**src/sv/psw_pkg.sv**
```systemverilog
package psw_pkg;

    localparam int REG_WIDTH       = 16;
    localparam int CFG_INDEX_WIDTH = 3;
    localparam int PHASE_WIDTH     = 3;

    localparam int DEF_TIMER_WIDTH = 16;
    localparam int DEF_MV_WIDTH    = 16;

    // sequencer phases
    localparam logic [PHASE_WIDTH-1:0] PH_INIT      = 3'd0;
    localparam logic [PHASE_WIDTH-1:0] PH_INIT_DONE = 3'd1;
    localparam logic [PHASE_WIDTH-1:0] PH_ON_WAIT   = 3'd2;
    localparam logic [PHASE_WIDTH-1:0] PH_ON        = 3'd3;
    localparam logic [PHASE_WIDTH-1:0] PH_OFF_WAIT  = 3'd4;
    localparam logic [PHASE_WIDTH-1:0] PH_OFF       = 3'd5;

    // register indexes
    localparam logic [CFG_INDEX_WIDTH-1:0] CFG_INIT_DELAY  = 3'd0;
    localparam logic [CFG_INDEX_WIDTH-1:0] CFG_ON_DELAY    = 3'd1;
    localparam logic [CFG_INDEX_WIDTH-1:0] CFG_OFF_DELAY   = 3'd2;
    localparam logic [CFG_INDEX_WIDTH-1:0] CFG_BLINK       = 3'd3;
    localparam logic [CFG_INDEX_WIDTH-1:0] CFG_OFF_THRESH  = 3'd4;
    localparam logic [CFG_INDEX_WIDTH-1:0] CFG_DDE_THRESH  = 3'd5;

    // register reset values
    localparam logic [REG_WIDTH-1:0] INIT_DELAY_RST = 16'd100;
    localparam logic [REG_WIDTH-1:0] ON_DELAY_RST   = 16'd100;
    localparam logic [REG_WIDTH-1:0] OFF_DELAY_RST  = 16'd500;
    localparam logic [REG_WIDTH-1:0] BLINK_RST      = 16'd500;
    localparam logic [REG_WIDTH-1:0] OFF_THRESH_RST = 16'd5000;
    localparam logic [REG_WIDTH-1:0] DDE_THRESH_RST = 16'd2000;

    typedef struct packed {
        logic [PHASE_WIDTH-1:0] phase;
        logic                   blink;
        logic                   main_power;
        logic                   ignition_rail;
        logic                   led;
        logic                   hold;
        logic                   standby;
    } psw_flags_t;

    typedef struct packed {
        logic [REG_WIDTH-1:0] init_delay;
        logic [REG_WIDTH-1:0] on_delay;
        logic [REG_WIDTH-1:0] off_delay;
        logic [REG_WIDTH-1:0] blink_interval;
        logic [REG_WIDTH-1:0] off_thresh;
        logic [REG_WIDTH-1:0] dde_thresh;
    } psw_cfg_t;

    localparam psw_flags_t FLAGS_RST = '{
        phase:         PH_INIT,
        blink:         1'b0,
        main_power:    1'b0,
        ignition_rail: 1'b0,
        led:           1'b1,
        hold:          1'b1,
        standby:       1'b1
    };

endpackage

```
**src/sv/psw_step.sv**
```systemverilog
module psw_step
    import psw_pkg::*;
#(
    parameter int TIMER_WIDTH = DEF_TIMER_WIDTH,
    parameter int MV_WIDTH    = DEF_MV_WIDTH
)
(
    input  psw_flags_t              cur,
    input  logic [TIMER_WIDTH-1:0]  timer_cur,
    input  psw_cfg_t                cfg,
    input  logic                    tick,
    input  logic [MV_WIDTH-1:0]     ignition_mv,
    input  logic [MV_WIDTH-1:0]     kill_mv,
    input  logic [MV_WIDTH-1:0]     dde_switch_mv_in,
    output psw_flags_t              nxt,
    output logic [TIMER_WIDTH-1:0]  timer_next
);

    logic                   kl15;
    logic                   kill;
    logic                   dde;
    logic                   expired;
    logic [TIMER_WIDTH-1:0] timer_dec;

    assign kl15 = REG_WIDTH'(ignition_mv) > cfg.off_thresh;
    assign kill = REG_WIDTH'(kill_mv) > cfg.off_thresh;
    assign dde  = REG_WIDTH'(dde_switch_mv_in) < cfg.dde_thresh;

    // millisecond countdown, holds at zero
    assign timer_dec = (tick && (timer_cur != '0)) ? timer_cur - TIMER_WIDTH'(1) : timer_cur;
    assign expired   = (timer_dec == '0);

    always_comb
    begin
        nxt        = cur;
        timer_next = timer_dec;
        case (cur.phase)
            PH_INIT:
            begin
                if (expired)
                begin
                    nxt.phase = PH_INIT_DONE;
                end
            end
            PH_INIT_DONE:
            begin
                if (kill || !kl15)
                begin
                    nxt.phase      = PH_OFF;
                    nxt.main_power = 1'b0;
                    nxt.hold       = 1'b0;
                    nxt.standby    = 1'b0;
                end
                else
                begin
                    nxt.phase      = PH_ON_WAIT;
                    nxt.main_power = 1'b1;
                    timer_next     = TIMER_WIDTH'(cfg.on_delay);
                end
            end
            PH_ON_WAIT:
            begin
                if (kill)
                begin
                    nxt.phase      = PH_OFF;
                    nxt.main_power = 1'b0;
                    nxt.hold       = 1'b0;
                    nxt.standby    = 1'b0;
                end
                else if (expired)
                begin
                    nxt.phase         = PH_ON;
                    nxt.ignition_rail = 1'b1;
                end
            end
            PH_ON:
            begin
                if (kill || !kl15)
                begin
                    nxt.phase         = PH_OFF_WAIT;
                    nxt.led           = 1'b0;
                    nxt.ignition_rail = 1'b0;
                    timer_next        = TIMER_WIDTH'(cfg.off_delay);
                end
            end
            PH_OFF_WAIT:
            begin
                // leave as soon as the dde switch is released or the off delay runs out
                if (!dde || expired)
                begin
                    nxt.phase      = PH_OFF;
                    nxt.main_power = 1'b0;
                    nxt.hold       = 1'b0;
                    nxt.standby    = 1'b0;
                end
            end
            PH_OFF:
            begin
                if (expired)
                begin
                    nxt.led     = cur.blink;
                    nxt.standby = cur.blink;
                    nxt.hold    = 1'b0;
                    nxt.blink   = ~cur.blink;
                    timer_next  = TIMER_WIDTH'(cfg.blink_interval);
                end
            end
            default:
            begin
                // unused phase codes fall into off
                nxt.phase      = PH_OFF;
                nxt.main_power = 1'b0;
                nxt.hold       = 1'b0;
                nxt.standby    = 1'b0;
            end
        endcase
    end

endmodule

```
**src/sv/power_switch_sequencer_core.sv**
```systemverilog
// power switch sequencer: one result beat per accepted poll beat
// an accepted poll's result is registered and shown on the outputs in the cycle after it is taken
// throughput: 1 poll per cycle unless a result beat is stalled, set by the single state register update per poll
// a stalled result holds the input side; a new poll is taken while the result drains
// reset: phase init, timer loaded with the init delay reset value, led, hold and
// standby high, registers at their reset values, no result pending
module power_switch_sequencer_core
    import psw_pkg::*;
#(
    parameter int TIMER_WIDTH = DEF_TIMER_WIDTH,
    parameter int MV_WIDTH    = DEF_MV_WIDTH
)
(
    input  logic                        clk,
    input  logic                        rst_n,

    input  logic                        cfg_valid,
    output logic                        cfg_ready,
    input  logic [CFG_INDEX_WIDTH-1:0]  cfg_index,
    input  logic [REG_WIDTH-1:0]        cfg_data,

    input  logic                        in_valid,
    output logic                        in_stall,
    input  logic                        tick,
    input  logic [MV_WIDTH-1:0]         ignition_mv,
    input  logic [MV_WIDTH-1:0]         kill_mv,
    input  logic [MV_WIDTH-1:0]         dde_switch_mv_in,

    output logic                        out_valid,
    input  logic                        out_stall,
    output logic [PHASE_WIDTH-1:0]      phase,
    output logic                        main_power,
    output logic                        ignition_rail,
    output logic                        led,
    output logic                        kill_pullup,
    output logic                        power_hold,
    output logic                        can_standby_n,
    output logic                        run_active
);

    psw_cfg_t               cfg_reg;
    psw_flags_t             flags_reg;
    psw_flags_t             flags_next;
    logic [TIMER_WIDTH-1:0] timer_reg;
    logic [TIMER_WIDTH-1:0] timer_next;
    logic                   out_valid_reg;
    logic                   out_valid_next;
    logic                   in_accept;

    assign cfg_ready = 1'b1;

    always_ff @(posedge clk or negedge rst_n)
    begin
        if (!rst_n)
        begin
            cfg_reg.init_delay     <= INIT_DELAY_RST;
            cfg_reg.on_delay       <= ON_DELAY_RST;
            cfg_reg.off_delay      <= OFF_DELAY_RST;
            cfg_reg.blink_interval <= BLINK_RST;
            cfg_reg.off_thresh     <= OFF_THRESH_RST;
            cfg_reg.dde_thresh     <= DDE_THRESH_RST;
        end
        else if (cfg_valid && cfg_ready)
        begin
            case (cfg_index)
                CFG_INIT_DELAY: cfg_reg.init_delay     <= cfg_data;
                CFG_ON_DELAY:   cfg_reg.on_delay       <= cfg_data;
                CFG_OFF_DELAY:  cfg_reg.off_delay      <= cfg_data;
                CFG_BLINK:      cfg_reg.blink_interval <= cfg_data;
                CFG_OFF_THRESH: cfg_reg.off_thresh     <= cfg_data;
                CFG_DDE_THRESH: cfg_reg.dde_thresh     <= cfg_data;
                default:        ;
            endcase
        end
    end

    psw_step #(
        .TIMER_WIDTH (TIMER_WIDTH),
        .MV_WIDTH    (MV_WIDTH)
    ) u_step (
        .cur              (flags_reg),
        .timer_cur        (timer_reg),
        .cfg              (cfg_reg),
        .tick             (tick),
        .ignition_mv      (ignition_mv),
        .kill_mv          (kill_mv),
        .dde_switch_mv_in (dde_switch_mv_in),
        .nxt              (flags_next),
        .timer_next       (timer_next)
    );

    // the state registers double as the result register: they only move
    // when the pending result beat is gone or leaves this cycle
    assign in_stall       = out_valid_reg && out_stall;
    assign in_accept      = in_valid && !in_stall;
    assign out_valid_next = in_accept || (out_valid_reg && out_stall);

    always_ff @(posedge clk or negedge rst_n)
    begin
        if (!rst_n)
        begin
            flags_reg     <= FLAGS_RST;
            timer_reg     <= TIMER_WIDTH'(INIT_DELAY_RST);
            out_valid_reg <= 1'b0;
        end
        else
        begin
            out_valid_reg <= out_valid_next;
            if (in_accept)
            begin
                flags_reg <= flags_next;
                timer_reg <= timer_next;
            end
        end
    end

    assign out_valid     = out_valid_reg;
    assign phase         = flags_reg.phase;
    assign main_power    = flags_reg.main_power;
    assign ignition_rail = flags_reg.ignition_rail;
    assign led           = flags_reg.led;
    assign kill_pullup   = 1'b1;
    assign power_hold    = flags_reg.hold;
    assign can_standby_n = flags_reg.standby;
    assign run_active    = (flags_reg.phase == PH_ON);

    a_stall_holds_state: assert property (@(posedge clk) disable iff (!rst_n)
        (out_valid_reg && out_stall) |=> $stable(flags_reg) && $stable(timer_reg))
        else $error("state moved while result beat stalled");

    a_off_is_final: assert property (@(posedge clk) disable iff (!rst_n)
        (flags_reg.phase == PH_OFF) |=> (flags_reg.phase == PH_OFF))
        else $error("left off phase");

    a_off_outputs: assert property (@(posedge clk) disable iff (!rst_n)
        (flags_reg.phase == PH_OFF) |-> (!flags_reg.main_power && !flags_reg.hold))
        else $error("main power or hold active in off phase");

    a_rail_only_on: assert property (@(posedge clk) disable iff (!rst_n)
        flags_reg.ignition_rail |-> (flags_reg.phase == PH_ON))
        else $error("ignition rail active outside on phase");

endmodule
```
**config.mk**
```make
export PLATFORM = sky130hd
export DESIGN_NAME = power_switch_sequencer_core
export DESIGN_NICKNAME = d
export VERILOG_FILES = /design/src/sv/psw_pkg.sv /design/src/sv/psw_step.sv /design/src/sv/power_switch_sequencer_core.sv
export SDC_FILE = /design/constraint.sdc
export NUM_CORES = 1
export LEC_CHECK = 0
export BUFFER_PORTS_ARGS = -buffer_cell sky130_fd_sc_hd__buf_4
export CAP_MARGIN = 10
export CORE_ASPECT_RATIO = 0.6
export CORE_MARGIN = 5
export CORE_UTILIZATION = 45
export DETAILED_ROUTE_END_ITERATION = 8
export PLACE_DENSITY = 0.69
export SYNTH_ARGS = -nofsm -noshare
export SYNTH_HDL_FRONTEND = slang
export SYNTH_HIERARCHICAL = 1
export SYNTH_SLANG_ARGS = --single-unit
```
**constraint.sdc**
```tcl
create_clock -name clk -period 3.65 [get_ports clk]
set_clock_uncertainty 0.05 [all_clocks]
set_input_delay 1.095 -clock clk [delete_from_list [all_inputs] [get_ports clk]]
set_output_delay 1.095 -clock clk [all_outputs]
set_load 0.01 [all_outputs]
```
# [Word level (Yosys, flattened, before mapping)]
# Cells that the tools add are included.
[op_classes] eq_ne=19 reduce_logical=27 add_sub_neg=1 mux=25 bitwise_logic=4 magnitude_cmp=3
[op_table] op="16-bit two-way mux" count=4
[op_table] op="16-bit one-hot mux with 3 select lines" count=1
[op_table] op="16-bit greater-than comparator" count=2
[op_table] op="3-bit two-way mux" count=7
[op_table] op="3-bit one-hot mux with 6 select lines" count=1
[op_table] op="16-bit zero test" count=1
[op_table] op="16-bit < comparator" count=1
[op_table] op="16-bit nonzero test" count=1
[op_table] op="16-bit by 1-bit subtractor with 16-bit output (second input constant)" count=1
[op_table] op="2-bit by 1-bit != test with 1-bit output (second input constant)" count=7
[op_table] op="3-bit by 2-bit equality test with 1-bit output (second input constant)" count=4
[op_table] op="3-bit equality test (second input constant)" count=4
[op_table] op="6-bit AND reduction" count=2
[op_table] op="2-bit one-hot mux with 5 select lines" count=1
[op_table] op="2-bit AND reduction" count=5
[op_table] op="4-bit AND reduction" count=2
[op_table] op="3-bit by 1-bit equality test with 1-bit output (second input constant)" count=2
[op_table] op="2-bit two-way mux" count=3
[op_table] op="1-bit two-way mux" count=5
[op_table] op="5-bit AND reduction" count=1
[op_table] op="1-bit NOT" count=4
[op_table] op="1-bit one-hot mux with 2 select lines" count=2
[op_table] op="1-bit one-hot mux with 4 select lines" count=1
[op_table] op="2-bit nonzero test" count=2
[op_table] op="other kinds (9)" count=15
[totals] regBits=106 in_bits=73 word_cells=93 output_inout_bits=13

# [Longest topological paths before layout]
[logic_depth] word_depth=7 mapped_depth=14 mapped_depth_nobuf=11

# [Cells and area by module]
# The synthesis kept the hierarchy.
[by_module_without_submodules] module="power_switch_sequencer_core" cells_per_inst=272 seq_area_each_um2=3096.7 n_inst=1 area_per_inst_um2=4774.6
[by_module_without_submodules] module="psw_step" cells_per_inst=380 seq_area_each_um2=0.0 n_inst=1 area_per_inst_um2=2549.9

# [Least setup slack after synthesis]
# No wires, ideal clock.
[synth_path] path_type="in2reg" startpoint="input port kill_mv[14]" endpoint="register timer_reg[11]" t_required_ns=3.475 stages=12 arrival_ns=3.572 path_slack_ns=-0.096 setup_time_ns=0.125 path_buffers=2 cell_sequence="ha_1 > nand4_1 > or4_1 > or3_1 > clkinv_1 > o22a_1 > buf_2 > buf_2 > o22ai_1 > a22oi_1 > o21ai_0 > mux2_2"
[synth_via] elab_chain_cells=4 word_cells_on_any_way=5 classes_between="order compare (1); mux (3); reduce/logical (1)"
[synth_lines] element="start, declared" line_no="power_switch_sequencer_core.sv:26" rtl="input logic [MV_WIDTH-1:0] kill_mv,"
[synth_lines] element="16-bit greater-than comparator (*)" line_no="psw_step.sv:26" rtl="assign kill = REG_WIDTH'(kill_mv) > cfg.off_thresh;"
[synth_lines] element="1-bit logical OR (*)" line_no="psw_step.sv:47, psw_step.sv:78"
[synth_lines] element="16-bit two-way mux (on tied branches)" line_no="psw_step.sv:78, psw_step.sv:47"
[synth_lines] element="16-bit one-hot mux with 3 select lines (*)" line_no="psw_step.sv:37" rtl="case (cur.phase)"
[synth_lines] element="named net timer_next[11]" line_no="power_switch_sequencer_core.sv:45" rtl="logic [TIMER_WIDTH-1:0] timer_next;"
[synth_lines] element="end signal, assigned" line_no="power_switch_sequencer_core.sv:103" rtl="timer_reg <= TIMER_WIDTH'(INIT_DELAY_RST);"
[synth_lines] element="end signal, assigned" line_no="power_switch_sequencer_core.sv:112" rtl="timer_reg <= timer_next;"
[synth_lines] element="end, declared" line_no="power_switch_sequencer_core.sv:44" rtl="logic [TIMER_WIDTH-1:0] timer_reg;"
# Mark *: on every way through the listed nets, which the timed path passes. The rest lies on a longest branch.
# A chain may end at the register's enable or synchronous reset.

# [Worst setup path after layout]
[layout_path] startpoint="input port kill_mv[15]" endpoint="register timer_reg[10]"
# The elaborated chain is that of the path after synthesis.

==> results.md <==
* Status: complete, no violations
* Starting Density at 0.459
* Ports at 86
* CTS Sinks at 106
* Fin crit share at 0.983
* CTS clk-pin slew, worst paths at around 0.07 ns
* WP data required at 3.84 ns
* Worst path slowest cell: or4_4
* Buf/Inv on CP at 2
* Worst Tran Pin Value at 0.704 ns
* GP Congestion at ~0.92
* Largest net degree at the start of global routing at 63
* Largest stage delay, worst path at ~0.52 ns
* Slack of the critical path at about 0.061 ns
* Final Critical Period at about 3.6 ns
* Total number of vias at approximately 5400
* CP cell instances: buf_4 > ha_1 > nand4_1 > or4_4 > o221a_4 > o22a_4 > buf_4 > or4_1 > a22o_1 > mux2_2
* F_max at about 280 MHz
* Synth warn at 6
* Detailed Routing Iterations Pass 1 at 5
* Antenna fix cells at 0
* Crit path max-delay family: simple AND/OR/NAND/NOR gates
* Num CTS Buffers at 9
* Max-slew violation count at 0
* Leakage power at approximately 3.6 nW
* Hold Slack at approximately 0.45 ns
* Max-cap violations at 0
* Mapped Avg Cell Area at between 10 and 15 um2
* Number of global-route vias before repair at 5326
* Die width at approximately 170 um
* Synth Cell Area at around 6700 um2
* Port-buffer cells at just over 80
* First-pass GRT wire length at approximately 29000 um
* Worst relative slew slack at 0.526
* DRC at 0
* NetSw at approximately 1.4 mW
* Most used cell, CP: buf_4
* CTS HTree Levels at 3
* Sequential power share at 0.427
* Routed wire length at about 18000 um
* DR WL/cell at 19.4 um
* Clock power frac at 0.227
* TritonCTS clock tree: yes
* Post-detail-place hpwl at roughly 14000 um
* Post-CTS Hold Buffers at 0
* Detailed Route Iter0 Violations at about 430
* Fin Setup TNS at 0 ns
* Max VDD drop at around 280 uV
* Tot GR Track Use at 0.204
* Clock Tree Root: clkbuf_16
* Layout fillers at ~1200
* Hold Violations, Final at 0
* Sw frac at 0.346
* Bufs on Longest Clock Path at 2
* Worst hold path type: reg2reg
* Startpoint Class: input pin
* Clock Latency Late Sink at between 0.3 and 0.4 ns
* Crit end category: flip-flop
* Cells after Synth at between 600 and 700
* Final setup viols at 0
* Internal Pwr Total at ~2.7 mW
* Pre-CTS WS at -0.348 ns
* Area delta synth->final at 20.2%
* Vias/cell at roughly 5.8
* Initial antenna violation count at 0
* Worst Path Class, Setup: in2reg
* Die height at 104 um
* Placement Rows at 34
* Crit path DAT at approximately 3.8 ns
* Combinational power share at 0.346
* Die area at between 15000 and 20000 um2
* GRT Residual Overflow at 0
* Nets@finish at 843
* Power per Cell Area at between 500 and 600 nW/um2
* Area of the core at about 15000 um2
* Antenna-violating nets left at 0
* Worst-path maximum fanout at 5
* Max reg flops at 80
* Share of cells above drive strength 1 at 0.424
==> cells in the final DEF (no fill, tap or decap), drive strengths merged, types with 4 or more instances in the layout <==
master,n
clkinv,4
nor2,26
a31oi,10
or4,5
o22ai,9
nand4,13
o221ai,12
xor2,4
or3,4
o21ai,14
nor4,10
nor3,15
and3,10
dfstp,32
inv,44
xnor2,8
a21o,7
a21oi,19
dfrtp,74
buf,128
mux2,106
nand2,38
ha,48
nand3,11
clkbuf,9
a22oi,7
o21a,5
==> power by group through the flow <==
stage | clock [mW] | combinational, mW | sequential (mW)
after floorplan | 0 | 1.00 | 1.68
after global placement | 0 | 1.34 | 1.77
after detailed placement | 0 | 1.39 | 1.79
after CTS | 0.967 | 1.41 | 1.77
after global routing | 1.02 | 1.58 | 1.82
final | 0.944 | 1.44 | 1.77
==> final cells by class <==
cell class              instances  area, um2  share of cell area
multi-input cells             436       3640               0.454
flip-flops and latches        106       2690               0.336
repair buffers                128        990               0.124
well taps                     198        248              0.0309
clock buffers                   9        225              0.0281
inverters                      41        155              0.0194
clock inverters                 7       58.8             0.00734
==> metal layers <==
metal  vias up  global-route usage  wire [um]
met5         -                   0          0
met4         0              0.0304        138
met3        18              0.0539       1430
met2       211               0.289       7440
met1      2658               0.316       8970
li1       2495                   -          -
==> per-stage QoR <==
stage	cell area (um2)	power, mW	utilization	std cells
2_1_floorplan	6680	2.68	-	619
3_3_place_gp	7640	3.11	0.527	905
3_5_place_dp	7640	3.18	0.527	905
4_1_cts	7930	4.14	0.546	921
5_1_grt	8010	4.41	0.552	925
6_report	8010	4.16	0.552	925
==> path summary, 6_finish.rpt <==
check	slack (ns)	to	startpoint	cells after the start
max	0.06	timer_reg[10]	kill_mv[15]	10
min	0.45	cfg_reg[68]	cfg_reg[68]	1
min in group asynchronous	0.69	cfg_reg[72]	rst_n	1
max in group asynchronous	2.07	cfg_reg[19]	rst_n	2
min reg2reg	0.45	cfg_reg[68]	cfg_reg[68]	1
max reg2reg	0.28	timer_reg[13]	timer_reg[7]	11
==> what timing repair did <==
item / 4_1_cts / 5_1_grt
setup endpoints to repair: 0 / 16
resized for setup: 0 / 10
buffers inserted: 0 / 4
Power figures use the tool's default switching activity.
